$ cat config.mk
export PLATFORM = sky130hd
export DESIGN_NAME = sbms_ram
export DESIGN_NICKNAME = d
export VERILOG_FILES = /design/src/design/sbms_ram.sv
export SDC_FILE = /design/constraint.sdc
export NUM_CORES = 2
export LEC_CHECK = 0
export BUFFER_PORTS_ARGS = -buffer_cell sky130_fd_sc_hd__buf_2
export CAP_MARGIN = 20
export CORE_ASPECT_RATIO = 0.6
export CORE_MARGIN = 2
export CORE_UTILIZATION = 56
export CTS_CLUSTER_DIAMETER = 40
export CTS_CLUSTER_SIZE = 20
export DETAILED_ROUTE_END_ITERATION = 8
export PLACE_DENSITY = 0.75
export SLEW_MARGIN = 20
export SYNTH_ARGS = -nofsm -noshare
export SYNTH_HDL_FRONTEND = slang
export SYNTH_SLANG_ARGS = --single-unit
$ cat constraint.sdc
create_clock -name clock -period 9.2 [get_ports clock]
set_input_delay 0.92 -clock clock [delete_from_list [all_inputs] [get_ports clock]]
set_output_delay 0.92 -clock clock [all_outputs]
set_load 0.01 [all_outputs]
$ cat src/design/sbms_ram.sv
// ----------------------------------------------------------------------------
// Shared buffer multi stack word memory
// Simple dual-port synchronous RAM: one write port, one registered read port.
// ----------------------------------------------------------------------------
module sbms_ram #(
   parameter int DEPTH = 128,
   parameter int WIDTH = 32
) (
   input  logic                     clock,
   input  logic                     wr_en,
   input  logic [$clog2(DEPTH)-1:0] wr_addr,
   input  logic [WIDTH-1:0]         wr_data,
   input  logic                     rd_en,
   input  logic [$clog2(DEPTH)-1:0] rd_addr,
   output logic [WIDTH-1:0]         rd_data
);

   logic [WIDTH-1:0] mem [DEPTH];

   always_ff @(posedge clock) begin
      if (wr_en) begin
         mem[wr_addr] <= wr_data;
      end
      if (rd_en) begin
         rd_data <= mem[rd_addr];
      end
   end

endmodule

==> results by stage <==
Die:
- The floorplan die area is 284000 um^2.
- The die width is just under 700 um.
- The effective utilization at floorplan is 56.26%.
- For this design the top-level I/O count stands at about 80.
- The die boundary height is roughly 410 um.
- The number of rows created at floorplan is 150.
- The area of the core region is 278300 um^2.

Global routing:
- The initial antenna violation count was 76.
- The leftover overflow at the end of global routing is 0.
- The number of global-route vias before repair is approximately 71000.
- The overall global routing resource usage is approximately 30%.
- Entering global routing, the biggest net connects 145 pins.
- The global-route wire length before repair is 581.1 mm.

Worst setup path:
- The worst setup path is launched from an input pin.
- The peak fanout along the critical path is about 130.
- Grouping stages by cell kind, the critical path spends the most delay in multiplexers.
- The worst setup path is captured at a flop.
- For this design, the slowest cell found on the critical path is mux4_2.
- For the worst setup path, the data required time is between 9 and 10 ns.
- Walking the worst path, the cells encountered are buf_8, buf_12, buf_4, mux4_2, mux4_2, mux4_2, mux2_2.
- The critical path data arrival time is 5.06 ns.
- The cell that appears most often on the critical path is mux4_2.
- The critical path starts at rd_addr[2].
- Counting both buffers and inverters, the worst setup path holds a total of 3.
- The critical path crosses 7 cells after its start point.
- The critical register-to-register path startpoint is mem[60][0].
- The path depth of the worst reg2reg path is 4.
- The critical setup path kind is in2reg.
- On the worst path, the slowest cell contributes a delay of between 0.6 and 0.7 ns.

Worst hold path:
- Counting instances, the worst hold path has a depth of 1.
- The origin of the worst min-delay path is wr_data[14].
- The type of the tightest min-delay check is in2reg.

Finish:
- The fraction of final layout cells with drive strength greater than 1 is between 30% and 40%.
- Relative to the synthesized area, the layout overhead comes to 10.28%.
- Excluding fillers, the count of instances in the completed layout stands at roughly 10000.
- The number of nets at the end of the flow is about 6300.
- After routing the design area is about 170000 um^2.

Clock tree:
- The total number of H-tree levels is 5.
- TritonCTS built the clock tree.
- The number of buffers added by the clock tree synthesis step is roughly 290.
- The total of hold buffers inserted after clock tree synthesis is 0.
- The post-cts repair resize count is 0.
- Clock-pin slew was measured on the worst setup and hold paths at roughly 0.080 ns.
- Post-CTS timing repair inserted 0 buffers for setup.
- The buffer levels on the longest clock path is 4.
- The later pin in the worst-skew pair is clocked with a latency of around 0.9 ns.
- CTS placed an instance of clkbuf_16 at the clock tree root.
- The number of clock sinks is 4128.

Synth:
- The number of distinct library cells after synthesis is 16.
- The most instantiated library cell after synthesis is edfxtp_1.
- The total nets after synthesis is roughly 6000.
- Ranked by total cell area, the synthesized netlist is headed by edfxtp_1 (79%), mux4_2 (19%), clkbuf_1 (0.44%).
- The synthesized design devotes to its leading area cell type 79.16% of total area.
- The number of warning messages in the yosys log is 0.
- The number of synthesized flops with an enable pin is 4128.
- The biggest area consumer among synthesized cells is edfxtp_1.
- The primary flip-flop cell chosen by synthesis mapping is edfxtp_1.
- Dividing the synthesized area by the synthesized cell count gives 26.14 um^2.
- Synthesis produced between 5000 and 6000 cells.
- After synthesis, the share of flip-flops with an asynchronous set or reset is 0%.
- The flip-flop and latch count after synthesis is between 4000 and 5000.
- By count the netlist is led by edfxtp_1 (4128), mux4_2 (1344), clkbuf_1 (182).
- For this run, the register share of the synthesized area comes to 79.16%.
- The total standard cell area after synthesis is approximately 160000 um^2.

Route:
- After detailed routing, the number of remaining DRC violations is 0.
- The initial detailed-routing violation count is 14297.
- The first-pass iteration count of the detailed router is 5.
- The count of nets left with antenna violations once routing finished came out at 0.
- The via density per instance is 7.157.
- The number of vias in the routed layout is approximately 73000.
- The routed design has between 400 and 500 mm of wire.
- The average wire per standard cell is a little over 40 um.

STA:
- The smallest clock period supported by the final layout is computed as ~4.4 ns.
- In the final timing run, aggregate negative setup slack is 0 ns.
- Setup repair after global routing left no endpoint under its margin.
- The count of final hold-check violations was 0.
- The maximum clock skew at final layout is about 0.053 ns.
- For the pin with the worst max-slew slack, the measured transition is around 1.2 ns.
- Of the available clock period, the critical path in the final layout requires 48.14%.
- For this run, the top clock speed supported by timing is around 230 MHz.
- The setup violation total in the final timing report is 0.
- The number of pins exceeding their max-slew limit in the final report is 0.
- The worst slew slack as a fraction of its limit is around 22%.

Place:
- The number of input and output port buffers inserted is 80.
- In this run, placement finished with an instance count of roughly 9700.
- The routability-driven placement congestion ratio is approximately 0.83.
- The HPWL reported at the end of detailed placement is around 220 mm.
- Once placement finished, the instance area stood at around 160000 um^2.

Pwr:
- The analysis attributes to cell leakage a power of roughly 52 nW.
- The portion of total power attributed to combinational logic is roughly 5.7%.
- The internal power of the cells totals about 0.028 W.
- The share of total power dissipated in sequential elements is roughly 58%.
- The power consumption is 0.03602 W.
- In this run the power spent charging and discharging nets is ~0.0079 W.
- The ratio of total power to cell area is approximately 210 nW/um^2.
- The switching part of the total power is between 20% and 30%.
- The maximum ir drop on the vdd rail is 0.0001750 V.
- Per report_power, the clock group accounts for around 37% of the total.

Run status:
- The flow ran to the end, and the final reports show no timing, DRC or antenna violations.

Job:
- Max-cap violations in this run came to 0.
## power by group through the flow
stage	logic (W)	registers [W]	clock network (W)
CTS	0.00201	0.0208	0.0132
detailed placement	0.00199	0.0212	0
floorplan	0.00100	0.0212	0
global placement	0.00195	0.0212	0
finish	0.00206	0.0208	0.0131
global route	0.00212	0.0208	0.0138
## final timing paths
kind / to / slack [ns]
hold reg to reg: rd_data[4] / 1.18
setup reg to reg: rd_data[0] / 6.37
hold / removal: mem[81][14] / 0.48
setup / recovery: rd_data[24] / 4.77
## flip-flops by register name, indices dropped and copies added (netlist names)
name and count:
rd_data 32, mem 4096
## worst register-to-register path: cells and delay by family (launching register included)
family,cells,cell delay (ns)
flip-flops,1,0.38
multiplexers,4,2.22
## per-stage QoR
stage               utilization, %  hold WS [ns]  setup slack (ns)
detailed placement           58.68         1.181             4.091
global placement             58.68         1.168             4.066
global route                 62.00        0.4779             4.759
CTS                          61.98        0.4451             4.961
floorplan                        -         1.019             5.041
finish                       62.05        0.4840             4.772
## layout make-up
type | instances | area (um^2)
timing repair buffer | 305 | 2447
sequential | 4128 | 124000
fill | 17543 | 105600
clock inverter | 134 | 1640
multi-input combinational | 1546 | 32280
tap | 3724 | 4659
antenna | 62 | 155.1
clock buffer | 322 | 7547
## cells by family (layout without fill, tap and decap cells)
| family | Yosys count | after routing | synth area share, % |
|---|---|---|---|
| AND/OR/NAND/NOR | 170 | 170 | 0.4450 |
| multiplexers | 1376 | 1376 | 19.56 |
| other | 0 | 62 | 0 |
| flip-flops | 4128 | 4128 | 79.16 |
| buffers and inverters | 316 | 761 | 0.8373 |
## cell usage in the layout (no fill, tap or decap), types with 2 or more instances in the layout
cell	count
clkinv_2	16
buf_6	2
nand2_1	14
mux2_2	32
clkbuf_16	298
inv_12	2
edfxtp_1	4128
clkinvlp_4	12
nor2_1	3
nand3_2	4
nor2_4	119
clkinv_1	22
mux4_2	1344
buf_2	42
nand2b_1	2
nand3_1	8
nor3_2	9
clkbuf_1	24
diode_2	62
inv_6	16
buf_4	240
buf_12	17
nor2b_1	7
buf_8	3
bufinv_16	22
clkinv_4	10
clkinv_8	15
nand4_1	3
inv_8	18
## routing by layer
| metal | up-vias | routed length, um | GRT usage (%) |
|---|---|---|---|
| li1 | 26873 | - | - |
| met2 | 6434 | 184000 | 42.46 |
| met4 | 84 | 12680 | 8.024 |
| met1 | 38905 | 148200 | 43.29 |
| met3 | 854 | 77680 | 13.18 |
| met5 | - | 540 | 0 |
(Power assumes the default switching activity.)
