--- config.mk ---
export PLATFORM = sky130hd
export DESIGN_NAME = sbms_dir
export DESIGN_NICKNAME = d
export VERILOG_FILES = /design/src/design/sbms_pkg.sv /design/src/design/sbms_dir.sv
export SDC_FILE = /design/constraint.sdc
export NUM_CORES = 1
export LEC_CHECK = 0
export BUFFER_PORTS_ARGS = -buffer_cell sky130_fd_sc_hd__buf_2
export CORE_ASPECT_RATIO = 0.9
export CORE_MARGIN = 10
export CORE_UTILIZATION = 23
export CTS_CLUSTER_SIZE = 10
export DETAILED_ROUTE_END_ITERATION = 8
export SLEW_MARGIN = 20
export SYNTH_ARGS = -nofsm -noshare
export SYNTH_HDL_FRONTEND = slang
export SYNTH_SLANG_ARGS = --single-unit
--- constraint.sdc ---
create_clock -name clock -period 14.8 [get_ports clock]
set_input_delay 0.74 -clock clock [delete_from_list [all_inputs] [get_ports clock]]
set_output_delay 0.74 -clock clock [all_outputs]
set_load 0.05 [all_outputs]
--- src/design/sbms_pkg.sv ---
// ----------------------------------------------------------------------------
// Shared buffer multi stack package
// Sizes, codes and beat types shared by the shared buffer multi stack block.
// ----------------------------------------------------------------------------
package sbms_pkg;

   localparam int STORE_DEPTH = 128;
   localparam int NUM_LISTS   = 4;
   localparam int WORD_WIDTH  = 32;

   localparam int ADDR_W = $clog2(STORE_DEPTH);
   localparam int CNT_W  = $clog2(STORE_DEPTH + 1);
   localparam int IDX_W  = $clog2(NUM_LISTS);
   localparam int ID_W   = 2;
   localparam int LEN_W  = 8;

   typedef enum logic [0:0] {
      CMD_PUSH = 1'b0,
      CMD_POP  = 1'b1
   } cmd_type;

   typedef enum logic [1:0] {
      STATUS_DONE  = 2'd0,
      STATUS_EMPTY = 2'd1,
      STATUS_FULL  = 2'd2
   } status_type;

   typedef struct packed {
      cmd_type               cmd;
      logic [ID_W-1:0]       list_id;
      logic [WORD_WIDTH-1:0] push_word;
   } req_type;

   typedef struct packed {
      logic [WORD_WIDTH-1:0] pop_word;
      status_type            status;
      logic [LEN_W-1:0]      list_length;
   } rsp_type;

   // Work plan for the operation held by the sequencer, derived from the directory.
   typedef struct packed {
      logic              push_ok;
      logic              pop_ok;
      logic              pop_hit;
      logic [ADDR_W-1:0] pos;
      logic [CNT_W-1:0]  used;
      status_type        status;
      logic [CNT_W-1:0]  len_after;
   } plan_type;

endpackage

--- src/design/sbms_dir.sv ---
// ----------------------------------------------------------------------------
// Shared buffer multi stack directory
// Holds each list's start and count and the used total, plans the operation
// on the held request and applies its bookkeeping when the sequencer commits.
// ----------------------------------------------------------------------------
module sbms_dir import sbms_pkg::*; (
   input  logic     clock,
   input  logic     reset,
   input  req_type  op,
   input  logic     commit,
   output plan_type plan
);

   logic [ADDR_W-1:0] start_ff [NUM_LISTS];
   logic [ADDR_W-1:0] start_in [NUM_LISTS];
   logic [CNT_W-1:0]  cnt_ff   [NUM_LISTS];
   logic [CNT_W-1:0]  cnt_in   [NUM_LISTS];
   logic [CNT_W-1:0]  used_ff;
   logic [CNT_W-1:0]  used_in;

   logic              id_ok;
   logic [IDX_W-1:0]  idx;
   logic [ADDR_W-1:0] cur_start;
   logic [CNT_W-1:0]  cur_cnt;
   logic [ADDR_W-1:0] eff_start;
   logic [CNT_W:0]    end_sum;
   logic [CNT_W:0]    end_clip;
   logic [CNT_W:0]    last_sum;
   logic              full;

   always_comb begin
      id_ok     = (int'(op.list_id) < NUM_LISTS);
      idx       = op.list_id[IDX_W-1:0];
      cur_start = start_ff[idx];
      cur_cnt   = cnt_ff[idx];
      full      = (used_ff >= CNT_W'(STORE_DEPTH));
      // An empty list restarts at the end of the used region.
      eff_start = (cur_cnt == '0) ? used_ff[ADDR_W-1:0] : cur_start;
      end_sum   = (CNT_W+1)'(eff_start) + (CNT_W+1)'(cur_cnt);
      end_clip  = (end_sum > (CNT_W+1)'(used_ff)) ? (CNT_W+1)'(used_ff) : end_sum;
      last_sum  = (CNT_W+1)'(cur_start) + (CNT_W+1)'(cur_cnt) - (CNT_W+1)'(1);

      plan.push_ok = id_ok && (op.cmd == CMD_PUSH) && !full;
      plan.pop_ok  = id_ok && (op.cmd == CMD_POP) && (cur_cnt != '0);
      plan.pop_hit = (last_sum < (CNT_W+1)'(used_ff));
      plan.pos     = (op.cmd == CMD_PUSH) ? end_clip[ADDR_W-1:0] : last_sum[ADDR_W-1:0];
      plan.used    = used_ff;

      plan.status    = STATUS_DONE;
      plan.len_after = '0;
      if (id_ok) begin
         if (op.cmd == CMD_PUSH) begin
            if (full) begin
               plan.status    = STATUS_FULL;
               plan.len_after = cur_cnt;
            end else begin
               plan.len_after = cur_cnt + CNT_W'(1);
            end
         end else if (cur_cnt == '0) begin
            plan.status = STATUS_EMPTY;
         end else begin
            plan.len_after = cur_cnt - CNT_W'(1);
         end
      end

      start_in = start_ff;
      cnt_in   = cnt_ff;
      used_in  = used_ff;
      if (commit && plan.push_ok) begin
         for (int j = 0; j < NUM_LISTS; j++) begin
            if (j != int'(idx) && start_ff[j] > eff_start) begin
               start_in[j] = start_ff[j] + ADDR_W'(1);
            end
         end
         start_in[idx] = eff_start;
         cnt_in[idx]   = cur_cnt + CNT_W'(1);
         used_in       = used_ff + CNT_W'(1);
      end else if (commit && plan.pop_ok) begin
         for (int j = 0; j < NUM_LISTS; j++) begin
            if (j != int'(idx) && start_ff[j] > cur_start && start_ff[j] != '0) begin
               start_in[j] = start_ff[j] - ADDR_W'(1);
            end
         end
         cnt_in[idx] = cur_cnt - CNT_W'(1);
         if (used_ff != '0) begin
            used_in = used_ff - CNT_W'(1);
         end
      end
   end

   always_ff @(posedge clock) begin
      if (reset) begin
         for (int j = 0; j < NUM_LISTS; j++) begin
            start_ff[j] <= '0;
            cnt_ff[j]   <= '0;
         end
         used_ff <= '0;
      end else begin
         start_ff <= start_in;
         cnt_ff   <= cnt_in;
         used_ff  <= used_in;
      end
   end

endmodule

==> run metrics <==
clock tree from TritonCTS=built; violation count after the first detailed-routing iteration=754; synthesized flop and latch total=68; final WL=24900 um; EDFF count, synth=0; Setup violations, final=0; total core area=33200 um2; min setup slack post-route=between 6 and 7 ns; hold-critical path endpoint=cnt_ff[10]; initial cell density of the core=23.4%; standby leakage power=3.58 nW; number of cells produced by synthesis=981; crit path time final=8.52 ns; H-tree depth=3; data required time at the worst endpoint=14.06 ns; sort of element at the start of the critical path=input port; worst hold start=cnt_ff[10]; post-route clock skew=around 0.011 ns; max-slew headroom at the worst pin=38.2%; die height=about 190 um; met3 global-route usage=under 10%; Area contributors post-synth=ha_1 18%, dfxtp_1 18%, a21oi_1 5.4%; DP HPWL=17800 um; CP max stage cell=nand4_1; root buffer selected by CTS=clkbuf_16; number of global-route vias before repair=7061; crit end category=output pin; arrival time of data at the critical path endpoint=7.78 ns; most frequent standard cell in the layout excluding fill and tap cells=ha_1; summed negative setup slack over all endpoints=0 ns; die outline width=roughly 210 um; async set-reset flop share out of synthesis=0%; number of antenna violations at the first check in global routing=0; Worst Reg-to-Reg Cells=15; area fraction of the dominant cell type after synthesis=18.3%; first-pass iteration count of the detailed router=6; Reg2Reg Capture Point=start_ff[11]; most used flip-flop cell after synthesis=dfxtp_1; outcome=finished clean; count of vias placed by the detailed router=7545; Register-to-Register Setup Slack=8.75 ns; met1 Use GR=16.7%; total area of multi-input combinational cells=5880 um2; cell taking the most area after synthesis=ha_1; sequential fraction of the synthesis area=between 10% and 20%; synthesis warning total=0; period utilisation layout=57.6%; count of hold buffers inserted by post-cts repair=0; ANT nets after route=0; largest delay contributor family on the critical path=simple AND/OR/NAND/NOR gates; first-pass GRT wire length=39600 um; fill count=3589; number of nets in the finished design=approximately 1100; number of top-level design ports=66; synthesis-to-layout area growth=11.0%; peak fanout along the critical path=23; maximum number of pins on one net before global-route repair=65; detail-routed via count per cell=5.22; biggest cell delay along the critical path=0.79 ns; total DRC errors in the routed layout=0; number of I/O port buffers=33; area enclosed by the die boundary=roughly 42000 um2; max-cap viol count=0; share of layout cells above drive strength 1=roughly a tenth; gpl congestion=0.866; Highest Clock Rate=0.117 GHz; RSZ-0062 raised after global routing=false; Clk pin slew, worst setup/hold paths=0.06 ns; syn_area_per_cell=7.93 um2; Max IR drop VDD=0.132 mV; total number of cells along the worst setup path=26; Syn Std Cell Area=7780 um2; clock latency on the worst-skew pair=0.35 ns; actual slew at the worst max-slew pin=0.924 ns; WL per Instance=17.2 um; crit path kind=input port to output pin; largest buffer count on any clock path=2; count of endpoints failing hold in the final timing report=0; Num Clock Sinks=68; worst setup slack before clock tree synthesis=6.33 ns; power per standard cell area=242 nW/um2; area of all sequential standard cells=between 1000 and 1500 um2; number of cells upsized or downsized after cts=0; M2 GR Usage=17.3%; kind of path behind the tightest hold check=register to register; Buffers & Inverters on Critical Path=6; # Post-CTS Setup Buffers=0; Top Usage Layer GRT=met2; number of core rows=63; cts bufs inserted=9; aggregate global routing overflow=0; Hold Path Stages=2; antenna cell count=0; net count of the mapped netlist=1136; count of cell types in the netlist=78; leading cell types in the layout, fill and taps excluded=114 x ha_1, 84 x a21oi_1, 80 x nor2_1; GRT Resource Usage Total=11.8%; fin. max-slew vios=0; cell with the most instances on the worst path=inv_1
[final cells by class]
cell class | count | area share (%)
Sequential cell | 68 | 15.8
Tap cell | 455 | 6.59
Inverter | 81 | 3.52
Clock inverter | 7 | 0.869
Timing Repair Buffer | 41 | 2.61
Clock buffer | 9 | 2.61
Multi-Input combinational cell | 785 | 68.0
[synth_stat cells (13+ instances only)]
| cell | n |
|---|---|
| mux2i_1 | 30 |
| xor2_1 | 13 |
| inv_1 | 78 |
| nand4_1 | 13 |
| xnor2_1 | 34 |
| nand2_1 | 69 |
| nand3_1 | 45 |
| o31ai_1 | 14 |
| nor2b_1 | 15 |
| ha_1 | 114 |
| nor3_1 | 21 |
| dfxtp_1 | 68 |
| nor2_1 | 80 |
| o21ai_0 | 50 |
| clkbuf_1 | 26 |
| a21oi_1 | 84 |
[cell families after synthesis]
logic type,count (synthesis),share of synthesized area [%]
flip-flops,68,17.5
multiplexers,50,9.14
AO/OA/AOI/OAI,276,23.2
AND/OR/NAND/NOR,295,18.7
buffers and inverters,128,6.97
adder cells (fa/ha/maj),117,19.1
XOR/XNOR,47,5.29
[stage by stage]
| step | hold slack, ns | instance area (um2) | std cells | power (W) | util, % |
|---|---|---|---|---|---|
| final | 0.456 | 8640 | 1446 | 0.00209 | 26.0 |
| after global routing | 0.483 | 8640 | 1446 | 0.00229 | 26.0 |
| after CTS | 0.460 | 8640 | 1446 | 0.00207 | 26.0 |
| after detailed placement | 0.452 | 8340 | 1430 | 0.00183 | 25.1 |
| after global placement | 0.446 | 8340 | 1430 | 0.00181 | 25.1 |
| after floorplan | 0.433 | 7780 | 981 | 0.00148 | - |
[how the worst max path moves through the flow]
stage / slack [ns] / endpoint / from
after global routing: 5.82 / plan[24] / op[32]
after CTS: 6.31 / plan[24] / op[32]
after floorplan: 7.26 / plan[19] / op[32]
final: 6.28 / plan[24] / op[32]
after detailed placement: 6.33 / plan[24] / op[32]
after global placement: 6.40 / plan[24] / op[32]
[worst register-to-register path, cell delays in order, from the launching register on]
cell and delay (ns):
dfxtp_1 0.33, mux4_2 0.64, inv_1 0.21, ha_1 0.25
nand2_1 0.09, o22ai_1 0.31, nand4_1 0.79, mux2i_2 0.92
ha_1 0.39, nand3_1 0.09, nor2_1 0.04, nor3_1 0.46
nand3_1 0.40, a31oi_2 0.67, mux2i_1 0.25, a21oi_1 0.08
[layer usage]
layer  part of all wire (%)  wire, um
met1                     47     11800
met2                     43     10600
met3                    7.5      1850
met4                    2.5       623
met5                      0         0
[power breakdown]
| group | total, W | switching [W] | internal, W |
|---|---|---|---|
| clock | 0.000226 | 0.0000941 | 0.000131 |
| sequential | 0.000331 | 0.000108 | 0.000224 |
| combinational | 0.00153 | 0.000951 | 0.000579 |
| total | 0.00209 | 0.00115 | 0.000934 |
[registers in the layout, indices dropped and copies added, names as in the netlist, named ones only]
| name | cells |
|---|---|
| cnt_ff | 28 |
| start_ff | 28 |
| used_ff | 8 |
(Power assumes the default switching activity.)
